**config.mk**
```make
export PLATFORM = sky130hd
export DESIGN_NAME = fxrq_ctrl
export DESIGN_NICKNAME = d
export VERILOG_FILES = /design/src/sv/fxrq_pkg.sv /design/src/sv/fxrq_ctrl.sv
export SDC_FILE = /design/constraint.sdc
export NUM_CORES = 1
export LEC_CHECK = 0
export ABC_AREA = 1
export BUFFER_PORTS_ARGS = -buffer_cell sky130_fd_sc_hd__buf_2
export CAP_MARGIN = 20
export CORE_MARGIN = 4
export CORE_UTILIZATION = 48
export CTS_CLUSTER_DIAMETER = 80
export CTS_CLUSTER_SIZE = 10
export DETAILED_ROUTE_END_ITERATION = 8
export PLACE_DENSITY = 0.78
export SYNTH_ARGS = -nofsm -noshare
export SYNTH_HDL_FRONTEND = slang
export SYNTH_SLANG_ARGS = --single-unit
```
**constraint.sdc**
```tcl
create_clock -name clk -period 1.58 [get_ports clk]
set_clock_uncertainty 0.1 [all_clocks]
set_input_delay 0.158 -clock clk [delete_from_list [all_inputs] [get_ports clk]]
set_output_delay 0.158 -clock clk [all_outputs]
set_load 0.03 [all_outputs]
```
**src/sv/fxrq_pkg.sv**
```systemverilog
// shared types and constants for the xor fenwick tree range query core
// no dependencies
`default_nettype none

package fxrq_pkg;

	localparam int IDX_W  = 10;
	localparam int SIZE_W = 11;
	localparam int VAL_W  = 32;
	// tree node numbers run to twice the largest size
	localparam int NODE_W = SIZE_W + 1;

	localparam int MAX_SIZE_DEF   = 1024;
	localparam int WORD_WIDTH_DEF = 32;

	localparam logic [SIZE_W-1:0] SIZE_RESET = SIZE_W'(1024);

	localparam logic CMD_UPDATE = 1'b0;
	localparam logic CMD_QUERY  = 1'b1;

	typedef struct packed {
		logic              command;
		logic [IDX_W-1:0]  index_first;
		logic [IDX_W-1:0]  index_last;
		logic [VAL_W-1:0]  value;
	} fxrq_in_t;

	typedef struct packed {
		logic [VAL_W-1:0] xor_value;
		logic             range_error;
	} fxrq_out_t;

	typedef struct packed {
		logic clr_en;
		logic load;
		logic upd_start;
		logic qry_start;
		logic rd_en;
		logic upd_write;
		logic qry_step;
		logic load_first;
		logic set_err;
	} fxrq_cmd_t;

	typedef struct packed {
		logic clr_done;
		logic is_query;
		logic upd_ok;
		logic qry_bad;
		logic node_zero;
		logic step_zero;
		logic up_over;
	} fxrq_status_t;

endpackage

`default_nettype wire

```
**src/sv/fxrq_ctrl.sv**
```systemverilog
// sequencer for memory clearing, update walks and query walks
// depends on fxrq_pkg
`default_nettype none

module fxrq_ctrl import fxrq_pkg::*; (
	input  wire logic         clk,
	input  wire logic         arst_n,
	input  wire logic         start,
	input  wire fxrq_status_t status,
	output fxrq_cmd_t         cmd,
	output logic              busy,
	output logic              result_valid
);

	typedef enum logic [8:0] {
		S_CLEAR  = 9'b000000001,
		S_IDLE   = 9'b000000010,
		S_CHECK  = 9'b000000100,
		S_UPD_RD = 9'b000001000,
		S_UPD_WR = 9'b000010000,
		S_QRY_A  = 9'b000100000,
		S_QRY_B  = 9'b001000000,
		S_DRAIN  = 9'b010000000,
		S_DONE   = 9'b100000000
	} state_t;

	state_t state_q;
	state_t state_nxt;

	always_comb begin
		state_nxt = state_q;
		cmd       = '0;
		case (state_q)
			S_CLEAR: begin
				cmd.clr_en = 1'b1;
				if (status.clr_done) begin
					state_nxt = S_IDLE;
				end
			end
			S_IDLE: begin
				if (start) begin
					cmd.load  = 1'b1;
					state_nxt = S_CHECK;
				end
			end
			S_CHECK: begin
				if (!status.is_query) begin
					if (status.upd_ok) begin
						cmd.upd_start = 1'b1;
						state_nxt     = S_UPD_RD;
					end else begin
						state_nxt = S_IDLE;
					end
				end else if (status.qry_bad) begin
					cmd.set_err = 1'b1;
					state_nxt   = S_DONE;
				end else begin
					cmd.qry_start = 1'b1;
					state_nxt     = S_QRY_A;
				end
			end
			S_UPD_RD: begin
				cmd.rd_en = 1'b1;
				state_nxt = S_UPD_WR;
			end
			S_UPD_WR: begin
				cmd.upd_write = 1'b1;
				state_nxt     = status.up_over ? S_IDLE : S_UPD_RD;
			end
			S_QRY_A: begin
				// prefix of length last+1, then switch to prefix of length first
				cmd.qry_step = 1'b1;
				if (status.step_zero) begin
					cmd.load_first = 1'b1;
					state_nxt      = S_QRY_B;
				end
			end
			S_QRY_B: begin
				if (status.node_zero) begin
					state_nxt = S_DRAIN;
				end else begin
					cmd.qry_step = 1'b1;
					if (status.step_zero) begin
						state_nxt = S_DRAIN;
					end
				end
			end
			S_DRAIN: begin
				state_nxt = S_DONE;
			end
			S_DONE: begin
				state_nxt = S_IDLE;
			end
			default: begin
				state_nxt = S_IDLE;
			end
		endcase
	end

	always_ff @(posedge clk or negedge arst_n) begin
		if (!arst_n) begin
			state_q <= S_CLEAR;
		end else begin
			state_q <= state_nxt;
		end
	end

	assign busy         = (state_q != S_IDLE);
	assign result_valid = (state_q == S_DONE);

endmodule

`default_nettype wire

```
; ---- Word-level counts from Yosys, hierarchy flattened
; Cells that the tools add are included.
[word_totals]
ramBits = 0
n_memories = 0
mem_bits_ro = 0
wordCells = 43
reg_bits = 9
latchBits = 0
[classes]
mul = 0
shifts = 0
n_mux = 27
bitwise = 0
magnitude_cmp = 0
n_div = 0
n_eq_ne = 14
addsub = 0
reduce_logical = 1
[op_table]
columns = operator, count
row1 = $pmux W9 S8, 1
row2 = $mux W9, 7
row3 = $mux W1, 15
row4 = $eq A9 B1 Y1 const B, 1
row5 = $eq A9 B2 Y1 const B, 1
row6 = $eq A9 B3 Y1 const B, 1
row7 = $eq A9 B4 Y1 const B, 1
row8 = $eq A9 B5 Y1 const B, 1
row9 = $eq A9 B6 Y1 const B, 1
row10 = $eq A9 B7 Y1 const B, 1
row11 = $eq A9 B8 Y1 const B, 1
row12 = $eq A9 B9 Y1 const B, 1
row13 = $ne A9 B2 Y1 const B, 1
row14 = $mux W4, 2
row15 = $ne A2 B2 Y1 const B, 3
row16 = $reduce_and A4 Y1, 1
row17 = $ne A3 B3 Y1 const B, 1
row18 = $mux W2, 1
row19 = $pmux W1 S2, 1

; ---- Logic depth before layout (Yosys ltp)
; Gate-level depths: netlist (run 1).
[logic_depth]
depth_word = 3
mapped_depth = 10
ltp_nobuf = 10

; ---- Worst setup path before layout (run 1)
; Ideal clock, no wire load.
[synth_timing]
path_kind = flip-flop to output port
startpoint = reg state_q[2]
endpoint = out cmd[8] (netlist name)
n_path_buf = 0
t_arrival_ns = 1.579
path_stages_with_launch = 4
setup_slack_ns = -0.257
path_cell_list = dfrtp_1 -> nor2_4 -> nand2_2 -> nor4_1
[synth_lines]
columns = element, line_no
row1 = "start, declared", fxrq_ctrl.sv:27  ; state_t state_q;
row2 = "start signal, assigned", fxrq_ctrl.sv:104  ; state_q <= state_nxt;
row3 = "end, declared", fxrq_ctrl.sv:10  ; output fxrq_cmd_t cmd,

==> results of run 1 <==
kinds of logic after synthesis:
| group | count (synthesis) | synth area share |
|---|---|---|
| buffers and inverters | 21 | 0.118 |
| DFF | 9 | 0.340 |
| AOI/OAI and AO/OA | 6 | 0.0544 |
| and+or+nand+nor | 66 | 0.488 |
worst max-delay path, delay by kind of cell, from the launching register on:
family	cells	cell delay, ps
buffers and inverters	3	360
and+or+nand+nor	5	550
DFF	1	430
layer usage:
layer | global-route usage | vias up | part of all wire
met5 | 0 | - | 0
met4 | 0.164 | 0 | 0.10
met3 | 0.0359 | 52 | 0.13
met2 | 0.477 | 111 | 0.46
met1 | 0.301 | 451 | 0.31
li1 | - | 414 | -
cell usage in the layout, fill, tap and decap left out, types with 2 or more instances in the layout:
| cell | synthesis | layout |
|---|---|---|
| sky130_fd_sc_hd__a21oi_1 | 2 | 2 |
| sky130_fd_sc_hd__nand3_4 | 1 | 4 |
| sky130_fd_sc_hd__nand2_2 | 5 | 8 |
| sky130_fd_sc_hd__buf_4 | 0 | 24 |
| sky130_fd_sc_hd__nor2_4 | 1 | 7 |
| sky130_fd_sc_hd__inv_1 | 19 | 10 |
| sky130_fd_sc_hd__buf_6 | 0 | 11 |
| sky130_fd_sc_hd__dlygate4sd3_1 | 0 | 2 |
| sky130_fd_sc_hd__dfrtp_1 | 8 | 7 |
| sky130_fd_sc_hd__nand2_4 | 1 | 4 |
| sky130_fd_sc_hd__inv_2 | 2 | 10 |
| sky130_fd_sc_hd__nand3_2 | 1 | 4 |
| sky130_fd_sc_hd__nand3_1 | 8 | 2 |
| sky130_fd_sc_hd__clkbuf_4 | 0 | 3 |
| sky130_fd_sc_hd__nand2_1 | 20 | 14 |
| sky130_fd_sc_hd__buf_2 | 0 | 9 |
| sky130_fd_sc_hd__nor2_2 | 3 | 7 |
| sky130_fd_sc_hd__nor2_1 | 21 | 11 |
repair_timing:
action,CTS,global route
gates cloned,0,0
endpoints found under the hold margin,10,0
pin swaps,13,14
hold buffers,2,0
resized for setup,39,27
buffers inserted,17,5
endpoints found under the setup margin,11,16
where the power goes:
group	internal [mW]	switching [mW]	leakage (nW)	total, mW
registers	0.270	0.0568	0.116	0.327
logic	0.494	0.779	0.504	1.27
clock network	0.0980	0.0971	0.0150	0.195
total	0.862	0.933	0.636	1.80
cell type report:
type / count / area share
Multi-Input combinational cell: 72 / 0.421
Timing Repair Buffer: 46 / 0.295
Sequential cell: 9 / 0.182
Inverter: 21 / 0.0651
Clock buffer: 4 / 0.0210
Tap cell: 15 / 0.0150
through the flow:
stage	hold slack [ps]	TNS, ps	setup WS (ps)
after floorplan	-238	0	60.0
after global placement	-81.7	0	26.9
after detailed placement	-81.0	-4.80	-2.82
after CTS	40.5	-688	-120
after global routing	93.7	-4920	-411
final	76.8	-3300	-297
final timing paths:
path | from | endpoint | depth (start not counted)
min in group asynchronous | arst_n | state_q[8]$_DFFE_PN0P_ | 2
max in group asynchronous | arst_n | state_q[0]$_DFFE_PN1P_ | 2
hold / removal | status[4] | state_q[3]$_DFFE_PN0P_ | 3
setup / recovery | state_q[7]$_DFFE_PN0P_ | cmd[6] | 8
setup reg to reg | state_q[7]$_DFFE_PN0P_ | state_q[5]$_DFFE_PN0P_ | 10
hold reg to reg | state_q[6]$_DFFE_PN0P_ | state_q[6]$_DFFE_PN0P_ | 3
==> qor.json, run 1 <==
{
  "global_route": {
    "grt_first_pass_wirelength_um": 3910,
    "vias_in_the_first_global_route": 891,
    "initial_antenna_violation_count": 0,
    "grt_start_max_net_pins": 10,
    "grt_overflow_total": 0,
    "globalRouteTotalUtil": 0.270
  },
  "logic_synthesis": {
    "number_of_enable_type_register_cells_in_the_synthesized_netlist": 0,
    "synth_top_cells_by_area": "sky130_fd_sc_hd__dfrtp_1 (30%), sky130_fd_sc_hd__nor2_1 (12%), sky130_fd_sc_hd__nand2_1 (11%)",
    "synth_async_sr_flop_share": 1.00,
    "primary_ff_master_synth": "sky130_fd_sc_hd__dfrtp_1",
    "synth.most_common_cell": "sky130_fd_sc_hd__nor2_1",
    "synth.net_count": 112,
    "synth.distinct_cells": 21,
    "synth-warning-count": 0,
    "postSynthRegisterBits": 9,
    "seq_area_frac_synth": 0.340,
    "synthCells": 102,
    "mappedNetlistArea_um2": 667,
    "synth_largest_type_area_fraction": 0.300,
    "synth_top_area_cell": "sky130_fd_sc_hd__dfrtp_1",
    "ys_top_cells_by_count": "sky130_fd_sc_hd__nor2_1 (21), sky130_fd_sc_hd__nand2_1 (20), sky130_fd_sc_hd__inv_1 (19)",
    "postSynthAreaPerCell_um2": 6.54
  },
  "finish": {
    "post-route-cell-area_um2": 1250,
    "reg.largest.list": "state_q x9",
    "final_standard_cell_utilization_of_the_core": 0.961,
    "antenna_cells": 0,
    "layoutNonFillerInstCount": 167,
    "area_delta_synth_final_pct": 87.4,
    "sequential_area_um2": 228,
    "number_of_filler_cells_placed_in_the_layout": 29,
    "top_register": "state_q",
    "total_area_of_multi_input_combinational_cells_um2": 527,
    "design.final.nets": 163,
    "max_ffs_per_register": 9,
    "final_layout_size_suffix_gt1_frac": 0.651
  },
  "worst_setup_path": {
    "worst-setup-path-type": "flop to output port",
    "critical_path_slowest_stage_cell": "sky130_fd_sc_hd__dfrtp_1",
    "worstPathMaxFanout": 3,
    "worst_ep_arrival_time_ps": 1620,
    "worst_case_register_to_register_setup_slack_ps": -260,
    "cp_cell_sequence": "nor2_2 > nand2_2 > inv_2 > nand3_2 > inv_2 > nand2_2 > nor2_2 > buf_6",
    "timing.critical_path.from_type": "flop",
    "cp.required_ps": 1320,
    "slowest_stage_delay_on_critical_path_ps": 430,
    "end_kind": "output port"
  },
  "power_and_ir_drop": {
    "ir_drop_mv": 0.889,
    "leakagePower_nw": 0.636,
    "post-layout-total-power_mw": 1.80,
    "pwr_density_cell_nw_per_um2": 1440
  },
  "die": {
    "die_h_um": 45.3,
    "die_area_um2": 2050,
    "core_um2": 1300,
    "fp-row-count": 13,
    "start_util": 0.513,
    "pin_count": 21,
    "die_w_um": 45.3
  },
  "timing": {
    "min_period_ps": 1880,
    "worst_pin_slew_ps": 347,
    "postLayoutSetupSlackWorst_ps": -297,
    "grt_setup_unrepaired": "yes",
    "final_min_period_over_clock_period": 1.19,
    "max-slew-margin-rel": 0.768,
    "setup-violations-final": 17,
    "fmaxAchievable_mhz": 533,
    "hold_viol_final": 0,
    "slew_violations": 0
  },
  "cts": {
    "clock_insertion_delay_worst_skew_ps": 280,
    "cts_max_path_buffers": 2,
    "cts-htree-levels": 1,
    "tritoncts_num_sinks": 9,
    "cts_made_buffers": 3,
    "path_clk_slew_ps": 70,
    "root_buffer": "sky130_fd_sc_hd__clkbuf_4",
    "clock_tree_from_tritoncts": "yes"
  },
  "route": {
    "first_iter_violations": 59,
    "dr_total_vias": 1028,
    "drtAntennaViolNets": 0,
    "drtPass1Iterations": 6,
    "detail_route.wl_per_cell_um": 22.6,
    "post_drt_via_cell_ratio": 6.16,
    "wl_um": 3770,
    "drc_violations_left": 0
  },
  "worst_hold_path": {
    "timing.hold.worst.class": "input pin to flop"
  },
  "place": {
    "dp.cells": 139,
    "place_area_um2": 823,
    "place_congestion": 0.875,
    "buffers_on_ports": 20,
    "dp_hpwl_um": 1280
  },
  "status": {
    "status": "finished with violations",
    "violations": "negative setup slack"
  },
  "job": {
    "timing.max_cap.violations": 0
  }
}
Note: power is estimated with default switching activity, not from simulation.
==> run 2: changes to the inputs <==
- CTS_BUF_LIST: default -> sky130_fd_sc_hd__clkbuf_16
==> qor.json, run 2 (same netlist as run 1, synthesis figures left out) <==
{
  "status": {
    "status": "finished with violations",
    "violations": "negative setup slack"
  },
  "route": {
    "first_iter_violations": {"value": 67, "change": "+14%"},
    "dr_total_vias": {"value": 1029, "change": "+0.097%"},
    "wl": {"value": 3670, "unit": "um", "change": "-2.8%"},
    "drc_violations_left": {"value": 0, "change": "unchanged"},
    "post_drt_via_cell_ratio": {"value": 6.27, "change": "+1.9%"},
    "detail_route.wl_per_cell": {"value": 22.4, "unit": "um", "change": "-1.0%"},
    "drtAntennaViolNets": {"value": 0, "change": "unchanged"},
    "drtPass1Iterations": {"value": 4, "change": "-2"}
  },
  "worst_setup_path": {
    "worst_case_register_to_register_setup_slack": {"value": -130, "unit": "ps", "change": "+130 ps"},
    "worstPathMaxFanout": {"value": 3, "change": "unchanged"},
    "cp.required": {"value": 1320, "unit": "ps", "change": "about the same"},
    "rr_startpoint": "state_q[7]$_DFFE_PN0P_",
    "critical_path_slowest_stage_cell": "sky130_fd_sc_hd__dfrtp_1",
    "cp_num_buf_inv": {"value": 4, "change": "+1"},
    "worst-setup-path-type": "flop to output port",
    "cp_cell_sequence": "inv_1 > nor2_1 > nand3_2 > inv_2 > nand3_1 > inv_1 > buf_6",
    "critical_path.reg2reg.endpoint": "state_q[1]$_DFFE_PN0P_",
    "worst_ep_arrival_time": {"value": 1560, "unit": "ps", "change": "-60 ps"},
    "r2r.worst_path.cells": {"value": 10, "change": "unchanged"},
    "critical_path.top_delay_family": "buffers and inverters",
    "cpMostUsedCell": "sky130_fd_sc_hd__inv_1",
    "slowest_stage_delay_on_critical_path": {"value": 420, "unit": "ps", "change": "about the same"},
    "timing.critical_path.from_type": "flop",
    "end_kind": "output port"
  },
  "timing": {
    "fmaxAchievable": {"value": 549, "unit": "MHz", "change": "+3.1%"},
    "postLayoutSetupSlackWorst": {"value": -240, "unit": "ps", "change": "+56.7 ps"},
    "setup-violations-final": {"value": 16, "change": "-1"},
    "setup_tns": {"value": -1970, "unit": "ps", "change": "+1330 ps"},
    "min_period": {"value": 1820, "unit": "ps", "change": "-56.7 ps"},
    "hold_viol_final": {"value": 0, "change": "unchanged"},
    "slew_violations": {"value": 0, "change": "unchanged"},
    "max-slew-margin-rel": {"value": 0.792, "change": "+0.0242"},
    "grt_setup_unrepaired": "yes",
    "fin_worst_hold_slack": {"value": 29.0, "unit": "ps", "change": "-47.9 ps"},
    "worst_pin_slew": {"value": 310, "unit": "ps", "change": "-36.2 ps"},
    "final_min_period_over_clock_period": {"value": 1.15, "change": "-0.0359"}
  },
  "finish": {
    "antenna_cells": {"value": 0, "change": "unchanged"},
    "final_cell_mix": "sky130_fd_sc_hd__buf_4 (23), sky130_fd_sc_hd__inv_1 (13), sky130_fd_sc_hd__nand2_1 (13)",
    "final_standard_cell_utilization_of_the_core": {"value": 0.971, "change": "+0.0106"},
    "layoutNonFillerInstCount": {"value": 164, "change": "-1.8%"},
    "design.final.nets": {"value": 160, "change": "-1.8%"},
    "reg.largest.list": "state_q x9",
    "most_frequent_standard_cell_in_the_layout_excluding_fill_and_tap_cells": "sky130_fd_sc_hd__buf_4",
    "top_register": "state_q",
    "max_ffs_per_register": {"value": 9, "change": "unchanged"},
    "final_layout_size_suffix_gt1_frac": {"value": 0.624, "change": "-0.0272"},
    "area_delta_synth_final_pct": 89.5
  },
  "power_and_ir_drop": {
    "ir_drop": {"value": 1.15, "unit": "mV", "change": "+29%"},
    "leakagePower": {"value": 0.651, "unit": "nW", "change": "+2.4%"},
    "share_of_total_power_in_the_clock_network": {"value": 0.237, "change": "+0.128"},
    "p_sw": {"value": 0.926, "unit": "mW", "change": "-0.69%"},
    "pwr_density_cell": {"value": 1580, "unit": "nW/um^2", "change": "+9.7%"},
    "sw_frac_of_total": {"value": 0.465, "change": "-0.0543"},
    "fraction_of_power_consumed_by_sequential_logic": {"value": 0.160, "change": "-0.022"},
    "power_report.internal_total": {"value": 1.06, "unit": "mW", "change": "+23%"},
    "combinationalPowerShare": {"value": 0.603, "change": "-0.106"}
  },
  "place": {
    "dp_hpwl": {"value": 1280, "unit": "um", "change": "unchanged"},
    "place_congestion": {"value": 0.875, "change": "unchanged"},
    "buffers_on_ports": {"value": 20, "change": "unchanged"},
    "dp.cells": {"value": 139, "change": "unchanged"}
  },
  "global_route": {
    "globalRouteTotalUtil": {"value": 0.281, "change": "+0.0113"},
    "initial_antenna_violation_count": {"value": 0, "change": "unchanged"},
    "vias_in_the_first_global_route": {"value": 896, "change": "+0.56%"},
    "grt_first_pass_wirelength": {"value": 3940, "unit": "um", "change": "+0.69%"},
    "grt_overflow_total": {"value": 0, "change": "unchanged"},
    "grt_start_max_net_pins": {"value": 10, "change": "unchanged"}
  },
  "cts": {
    "tritoncts_num_sinks": {"value": 9, "change": "unchanged"},
    "cts_made_buffers": {"value": 3, "change": "unchanged"},
    "cts_max_path_buffers": {"value": 2, "change": "unchanged"},
    "clock_insertion_delay_worst_skew": {"value": 240, "unit": "ps", "change": "-40 ps"},
    "root_buffer": "sky130_fd_sc_hd__clkbuf_16",
    "clock_tree_from_tritoncts": "yes",
    "path_clk_slew": {"value": 40, "unit": "ps", "change": "-30 ps"},
    "cts-htree-levels": {"value": 1, "change": "unchanged"}
  },
  "die": {
    "die_area": {"value": 2050, "unit": "um^2", "change": "unchanged"},
    "core": {"value": 1300, "unit": "um^2", "change": "unchanged"},
    "pin_count": {"value": 21, "change": "unchanged"},
    "start_util": {"value": 0.513, "change": "unchanged"},
    "die_h": {"value": 45.3, "unit": "um", "change": "unchanged"},
    "die_w": {"value": 45.3, "unit": "um", "change": "unchanged"},
    "fp-row-count": {"value": 13, "change": "unchanged"}
  },
  "worst_hold_path": {
    "hold-path-cell-count": {"value": 2, "change": "-1"},
    "min-delay-start": "status[0]",
    "worstHoldEndpoint": "state_q[3]$_DFFE_PN0P_",
    "timing.hold.worst.class": "input pin to flop"
  },
  "job": {
    "timing.max_cap.violations": {"value": 0, "change": "unchanged"}
  }
}
run 2: area by class of cell:
| class | instances | area, um^2 |
|---|---|---|
| sequential | 9 | 226 |
| clock buffer | 3 | 75.1 |
| clock inverter | 1 | 3.75 |
| timing repair buffer | 43 | 340 |
| tap | 15 | 18.8 |
| inverter | 21 | 83.8 |
| multi-input combinational | 72 | 515 |
| fill | 22 | 37.5 |
run 2: metrics by stage:
step / power, mW / setup WS [ps] / cell area [um^2]
2_1_floorplan: 0.812 / 60.0 / 689
3_3_place_gp: 0.955 / 26.9 / 823
3_5_place_dp: 0.972 / -2.82 / 823
4_1_cts: 1.67 / -91.6 / 1110
5_1_grt: 2.09 / -291 / 1260
6_report: 1.99 / -240 / 1260
run 2: worst register-to-register path, delay by kind of cell, from the launching register on:
kind | cells | cell delay [ps]
AO/OA/AOI/OAI | 1 | 70
buffers and inverters | 3 | 410
AND/OR/NAND/NOR | 6 | 600
flip-flops | 1 | 410
run 2: worst max path at each step:
stage,start,cells after the start,slack [ps],end
floorplan,state_q[4]$_DFFE_PN0P_,5,60,cmd[7]
global placement,state_q[1]$_DFFE_PN0P_,8,30,cmd[0]
detailed placement,state_q[1]$_DFFE_PN0P_,8,-3,cmd[6]
CTS,state_q[5]$_DFFE_PN0P_,8,-90,cmd[6]
global route,state_q[3]$_DFFE_PN0P_,11,-290,state_q[1]$_DFFE_PN0P_
finish,state_q[2]$_DFFE_PN0P_,7,-240,cmd[5]
run 2: power groups by stage:
stage | clock network [mW] | logic, mW | registers [mW]
global route | 0.483 | 1.28 | 0.320
detailed placement | 0 | 0.658 | 0.314
CTS | 0.447 | 0.910 | 0.308
floorplan | 0 | 0.506 | 0.306
global placement | 0 | 0.645 | 0.310
finish | 0.472 | 1.20 | 0.318
run 2: repair_timing:
| item | 4_1_cts | 5_1_grt |
|---|---|---|
| gates resized for setup | 34 | 28 |
| pin swaps | 9 | 15 |
| cloned | 0 | 0 |
| endpoints found under the hold margin | 9 | 0 |
| hold buffers | 1 | 0 |
| buffers inserted | 13 | 7 |
| setup endpoints to repair | 10 | 15 |
run 2: per-layer routing:
metal,part of all wire,up-vias,track usage
met5,0,-,0
li1,-,409,-
met3,0.089,45,0.0518
met1,0.34,480,0.308
met2,0.48,95,0.503
met4,0.095,0,0.152
==> run 3: changes to the inputs <==
- CELL_PAD_IN_SITES_DETAIL_PLACEMENT: default -> 2
- CELL_PAD_IN_SITES_GLOBAL_PLACEMENT: default -> 2
- CORE_ASPECT_RATIO: default -> 2
- CORE_MARGIN: 4 -> 10
- CORE_UTILIZATION: 48 -> 25
==> qor.json, run 3 (same netlist as run 1, synthesis figures left out) <==
{
  "worst_setup_path": {
    "cp.required": {"value": 1320, "unit": "ps", "change": "about the same"},
    "critical_path.reg2reg.endpoint": "state_q[1]$_DFFE_PN0P_",
    "timing.critical_path.from_type": "flop",
    "worst-setup-path-type": "flop to output port",
    "end_kind": "output port",
    "rr_startpoint": "state_q[4]$_DFFE_PN0P_",
    "r2r.worst_path.cells": {"value": 12, "change": "+2"},
    "worst_ep_arrival_time": {"value": 1500, "unit": "ps", "change": "-60 ps"},
    "worstPathMaxFanout": {"value": 3, "change": "unchanged"},
    "worst_case_register_to_register_setup_slack": {"value": -120, "unit": "ps", "change": "about the same"}
  },
  "die": {
    "die_h": {"value": 93.0, "unit": "um", "change": "+110%"},
    "fp-row-count": {"value": 26, "change": "+13"},
    "die_w": {"value": 56.5, "unit": "um", "change": "+25%"},
    "pin_count": {"value": 21, "change": "unchanged"},
    "start_util": {"value": 0.259, "change": "-0.253"},
    "core": {"value": 2570, "unit": "um^2", "change": "+97%"},
    "die_area": {"value": 5260, "unit": "um^2", "change": "+160%"}
  },
  "power_and_ir_drop": {
    "power_report.internal_total": {"value": 1.11, "unit": "mW", "change": "+4.3%"},
    "ir_drop": {"value": 0.774, "unit": "mV", "change": "-33%"},
    "leakagePower": {"value": 0.645, "unit": "nW", "change": "-0.80%"},
    "p_sw": {"value": 0.970, "unit": "mW", "change": "+4.8%"},
    "pwr_density_cell": {"value": 1590, "unit": "nW/um^2", "change": "+1.2%"},
    "combinationalPowerShare": {"value": 0.626, "change": "+0.023"},
    "share_of_total_power_in_the_clock_network": {"value": 0.221, "change": "-0.016"},
    "sw_frac_of_total": {"value": 0.466, "change": "+0.00106"},
    "fraction_of_power_consumed_by_sequential_logic": {"value": 0.153, "change": "-0.007"}
  },
  "timing": {
    "min_period": {"value": 1750, "unit": "ps", "change": "-65.2 ps"},
    "slew_violations": {"value": 0, "change": "unchanged"},
    "fin_worst_hold_slack": {"value": 59.0, "unit": "ps", "change": "+30.0 ps"},
    "grt_setup_unrepaired": "yes",
    "hold_viol_final": {"value": 0, "change": "unchanged"},
    "max-slew-margin-rel": {"value": 0.745, "change": "-0.0469"},
    "final_min_period_over_clock_period": {"value": 1.11, "change": "-0.0413"},
    "worst_pin_slew": {"value": 380, "unit": "ps", "change": "+70.0 ps"},
    "setup-violations-final": {"value": 16, "change": "unchanged"},
    "postLayoutSetupSlackWorst": {"value": -175, "unit": "ps", "change": "+65.2 ps"},
    "fmaxAchievable": {"value": 570, "unit": "MHz", "change": "+3.7%"}
  },
  "route": {
    "wl": {"value": 3550, "unit": "um", "change": "-3.2%"},
    "drtPass1Iterations": {"value": 3, "change": "-1"},
    "drc_violations_left": {"value": 0, "change": "unchanged"},
    "post_drt_via_cell_ratio": {"value": 4.89, "change": "-22%"},
    "dr_total_vias": {"value": 841, "change": "-18%"},
    "first_iter_violations": {"value": 17, "change": "-75%"},
    "detail_route.wl_per_cell": {"value": 20.6, "unit": "um", "change": "-7.7%"},
    "drtAntennaViolNets": {"value": 0, "change": "unchanged"}
  },
  "worst_hold_path": {
    "worstHoldEndpoint": "state_q[3]$_DFFE_PN0P_",
    "min-delay-start": "status[0]",
    "hold-path-cell-count": {"value": 2, "change": "unchanged"},
    "timing.hold.worst.class": "input pin to flop"
  },
  "global_route": {
    "grtUsageMet1": {"value": 0.104, "change": "-0.204"},
    "grt.met2_usage": {"value": 0.258, "change": "-0.245"},
    "vias_in_the_first_global_route": {"value": 1037, "change": "+16%"},
    "grt_start_max_net_pins": {"value": 10, "change": "unchanged"},
    "grt-busiest-layer": "met2",
    "grt_first_pass_wirelength": {"value": 5330, "unit": "um", "change": "+35%"},
    "globalRouteTotalUtil": {"value": 0.129, "change": "-0.152"},
    "met3_global_route_usage": {"value": 0.0257, "change": "-0.0260"},
    "initial_antenna_violation_count": {"value": 0, "change": "unchanged"},
    "grt_overflow_total": {"value": 0, "change": "unchanged"}
  },
  "finish": {
    "final_layout_size_suffix_gt1_frac": {"value": 0.688, "change": "+0.0633"},
    "design.final.nets": {"value": 155, "change": "-3.1%"},
    "reg.largest.list": "state_q x9",
    "final_cell_mix": "sky130_fd_sc_hd__buf_6 (14), sky130_fd_sc_hd__buf_4 (14), sky130_fd_sc_hd__inv_1 (12)",
    "max_ffs_per_register": {"value": 9, "change": "unchanged"},
    "area_delta_synth_final_pct": 95.7,
    "antenna_cells": {"value": 0, "change": "unchanged"},
    "post-route-cell-area": {"value": 1310, "unit": "um^2", "change": "+3.3%"},
    "final_standard_cell_utilization_of_the_core": {"value": 0.508, "change": "-0.463"},
    "top_register": "state_q"
  },
  "status": {
    "status": "finished with violations",
    "violations": "negative setup slack"
  },
  "cts": {
    "cts_max_path_buffers": {"value": 2, "change": "unchanged"},
    "clock_tree_from_tritoncts": "yes",
    "tritoncts_num_sinks": {"value": 9, "change": "unchanged"},
    "root_buffer": "sky130_fd_sc_hd__clkbuf_16",
    "cts_made_buffers": {"value": 3, "change": "unchanged"},
    "path_clk_slew": {"value": 40, "unit": "ps", "change": "about the same"},
    "cts-htree-levels": {"value": 1, "change": "unchanged"},
    "clock_insertion_delay_worst_skew": {"value": 240, "unit": "ps", "change": "about the same"}
  },
  "place": {
    "place_congestion": {"value": 0.799, "change": "-8.6%"},
    "place_worst_setup_slack": {"value": -96.6, "unit": "ps", "change": "-93.8 ps"},
    "dp_hpwl": {"value": 2230, "unit": "um", "change": "+74%"},
    "place_area": {"value": 862, "unit": "um^2", "change": "+4.7%"},
    "buffers_on_ports": {"value": 20, "change": "unchanged"}
  },
  "job": {
    "timing.max_cap.violations": {"value": 0, "change": "unchanged"}
  }
}
==> run 3: cell types whose count changed in the layout (fill, tap and decap cells not counted), moves of 2 or more <==
cell	before	now
sky130_fd_sc_hd__nor2_1	10	7
sky130_fd_sc_hd__a21oi_1	2	0
sky130_fd_sc_hd__nand3_2	2	4
sky130_fd_sc_hd__nand2_1	13	11
sky130_fd_sc_hd__nor2_2	7	10
sky130_fd_sc_hd__buf_6	10	14
sky130_fd_sc_hd__buf_4	23	14
==> run 3: final cells by class <==
type | count | area (um^2)
clock buffer | 3 | 75.1
clock inverter | 1 | 3.75
tap | 28 | 35.0
inverter | 21 | 86.3
timing repair buffer | 38 | 318
fill | 294 | 1260
multi-input combinational | 72 | 559
sequential | 9 | 228
==> run 3: repair_timing <==
action | 4_1_cts | 5_1_grt
gates resized for setup | 62 | 17
hold buffers | 1 | 0
setup endpoints to repair | 16 | 16
pin swaps | 13 | 4
setup buffers | 10 | 2
endpoints found under the hold margin | 9 | 0
==> run 3: power groups by stage <==
stage	clock (mW)	sequential, mW	combinational (mW)
after floorplan	0	0.306	0.506
after global placement	0	0.306	0.722
after detailed placement	0	0.311	0.754
after CTS	0.469	0.314	1.15
after global routing	0.476	0.322	1.40
final	0.459	0.318	1.30
==> run 3: worst max-delay path by stage <==
stage,from,endpoint,slack (ps),cells past startpoint
CTS,state_q[2]$_DFFE_PN0P_,cmd[0],-130,7
detailed placement,state_q[0]$_DFFE_PN1P_,cmd[0],-100,8
finish,state_q[4]$_DFFE_PN0P_,cmd[0],-170,8
floorplan,state_q[4]$_DFFE_PN0P_,cmd[7],60,5
global route,state_q[4]$_DFFE_PN0P_,cmd[7],-250,7
global placement,state_q[5]$_DFFE_PN0P_,state_q[6]$_DFFE_PN0P_,7,10
==> run 3: metal layers <==
metal / share of wire / routed length [um]
met5: 0 / 0
met2: 0.60 / 2140
met1: 0.32 / 1140
met3: 0.030 / 107
met4: 0.048 / 171
==> run 3: worst max-delay path: stages (launching register included) <==
cell and delay (ps):
sky130_fd_sc_hd__dfrtp_1 410, sky130_fd_sc_hd__nor2_4 150, sky130_fd_sc_hd__nand2_2 110, sky130_fd_sc_hd__inv_4 100, sky130_fd_sc_hd__nand3_4 90, sky130_fd_sc_hd__inv_4 90, sky130_fd_sc_hd__nand2_4 60, sky130_fd_sc_hd__nor2_4 100
sky130_fd_sc_hd__buf_6 130
==> run 3: per-stage QoR <==
| stage | instances | total power, mW | setup TNS [ps] |
|---|---|---|---|
| finish | 172 | 2.08 | -1810 |
| global route | 172 | 2.19 | -2980 |
| CTS | 170 | 1.93 | -1010 |
| detailed placement | 155 | 1.07 | -278 |
| global placement | 155 | 1.03 | 0 |
| floorplan | 102 | 0.812 | 0 |
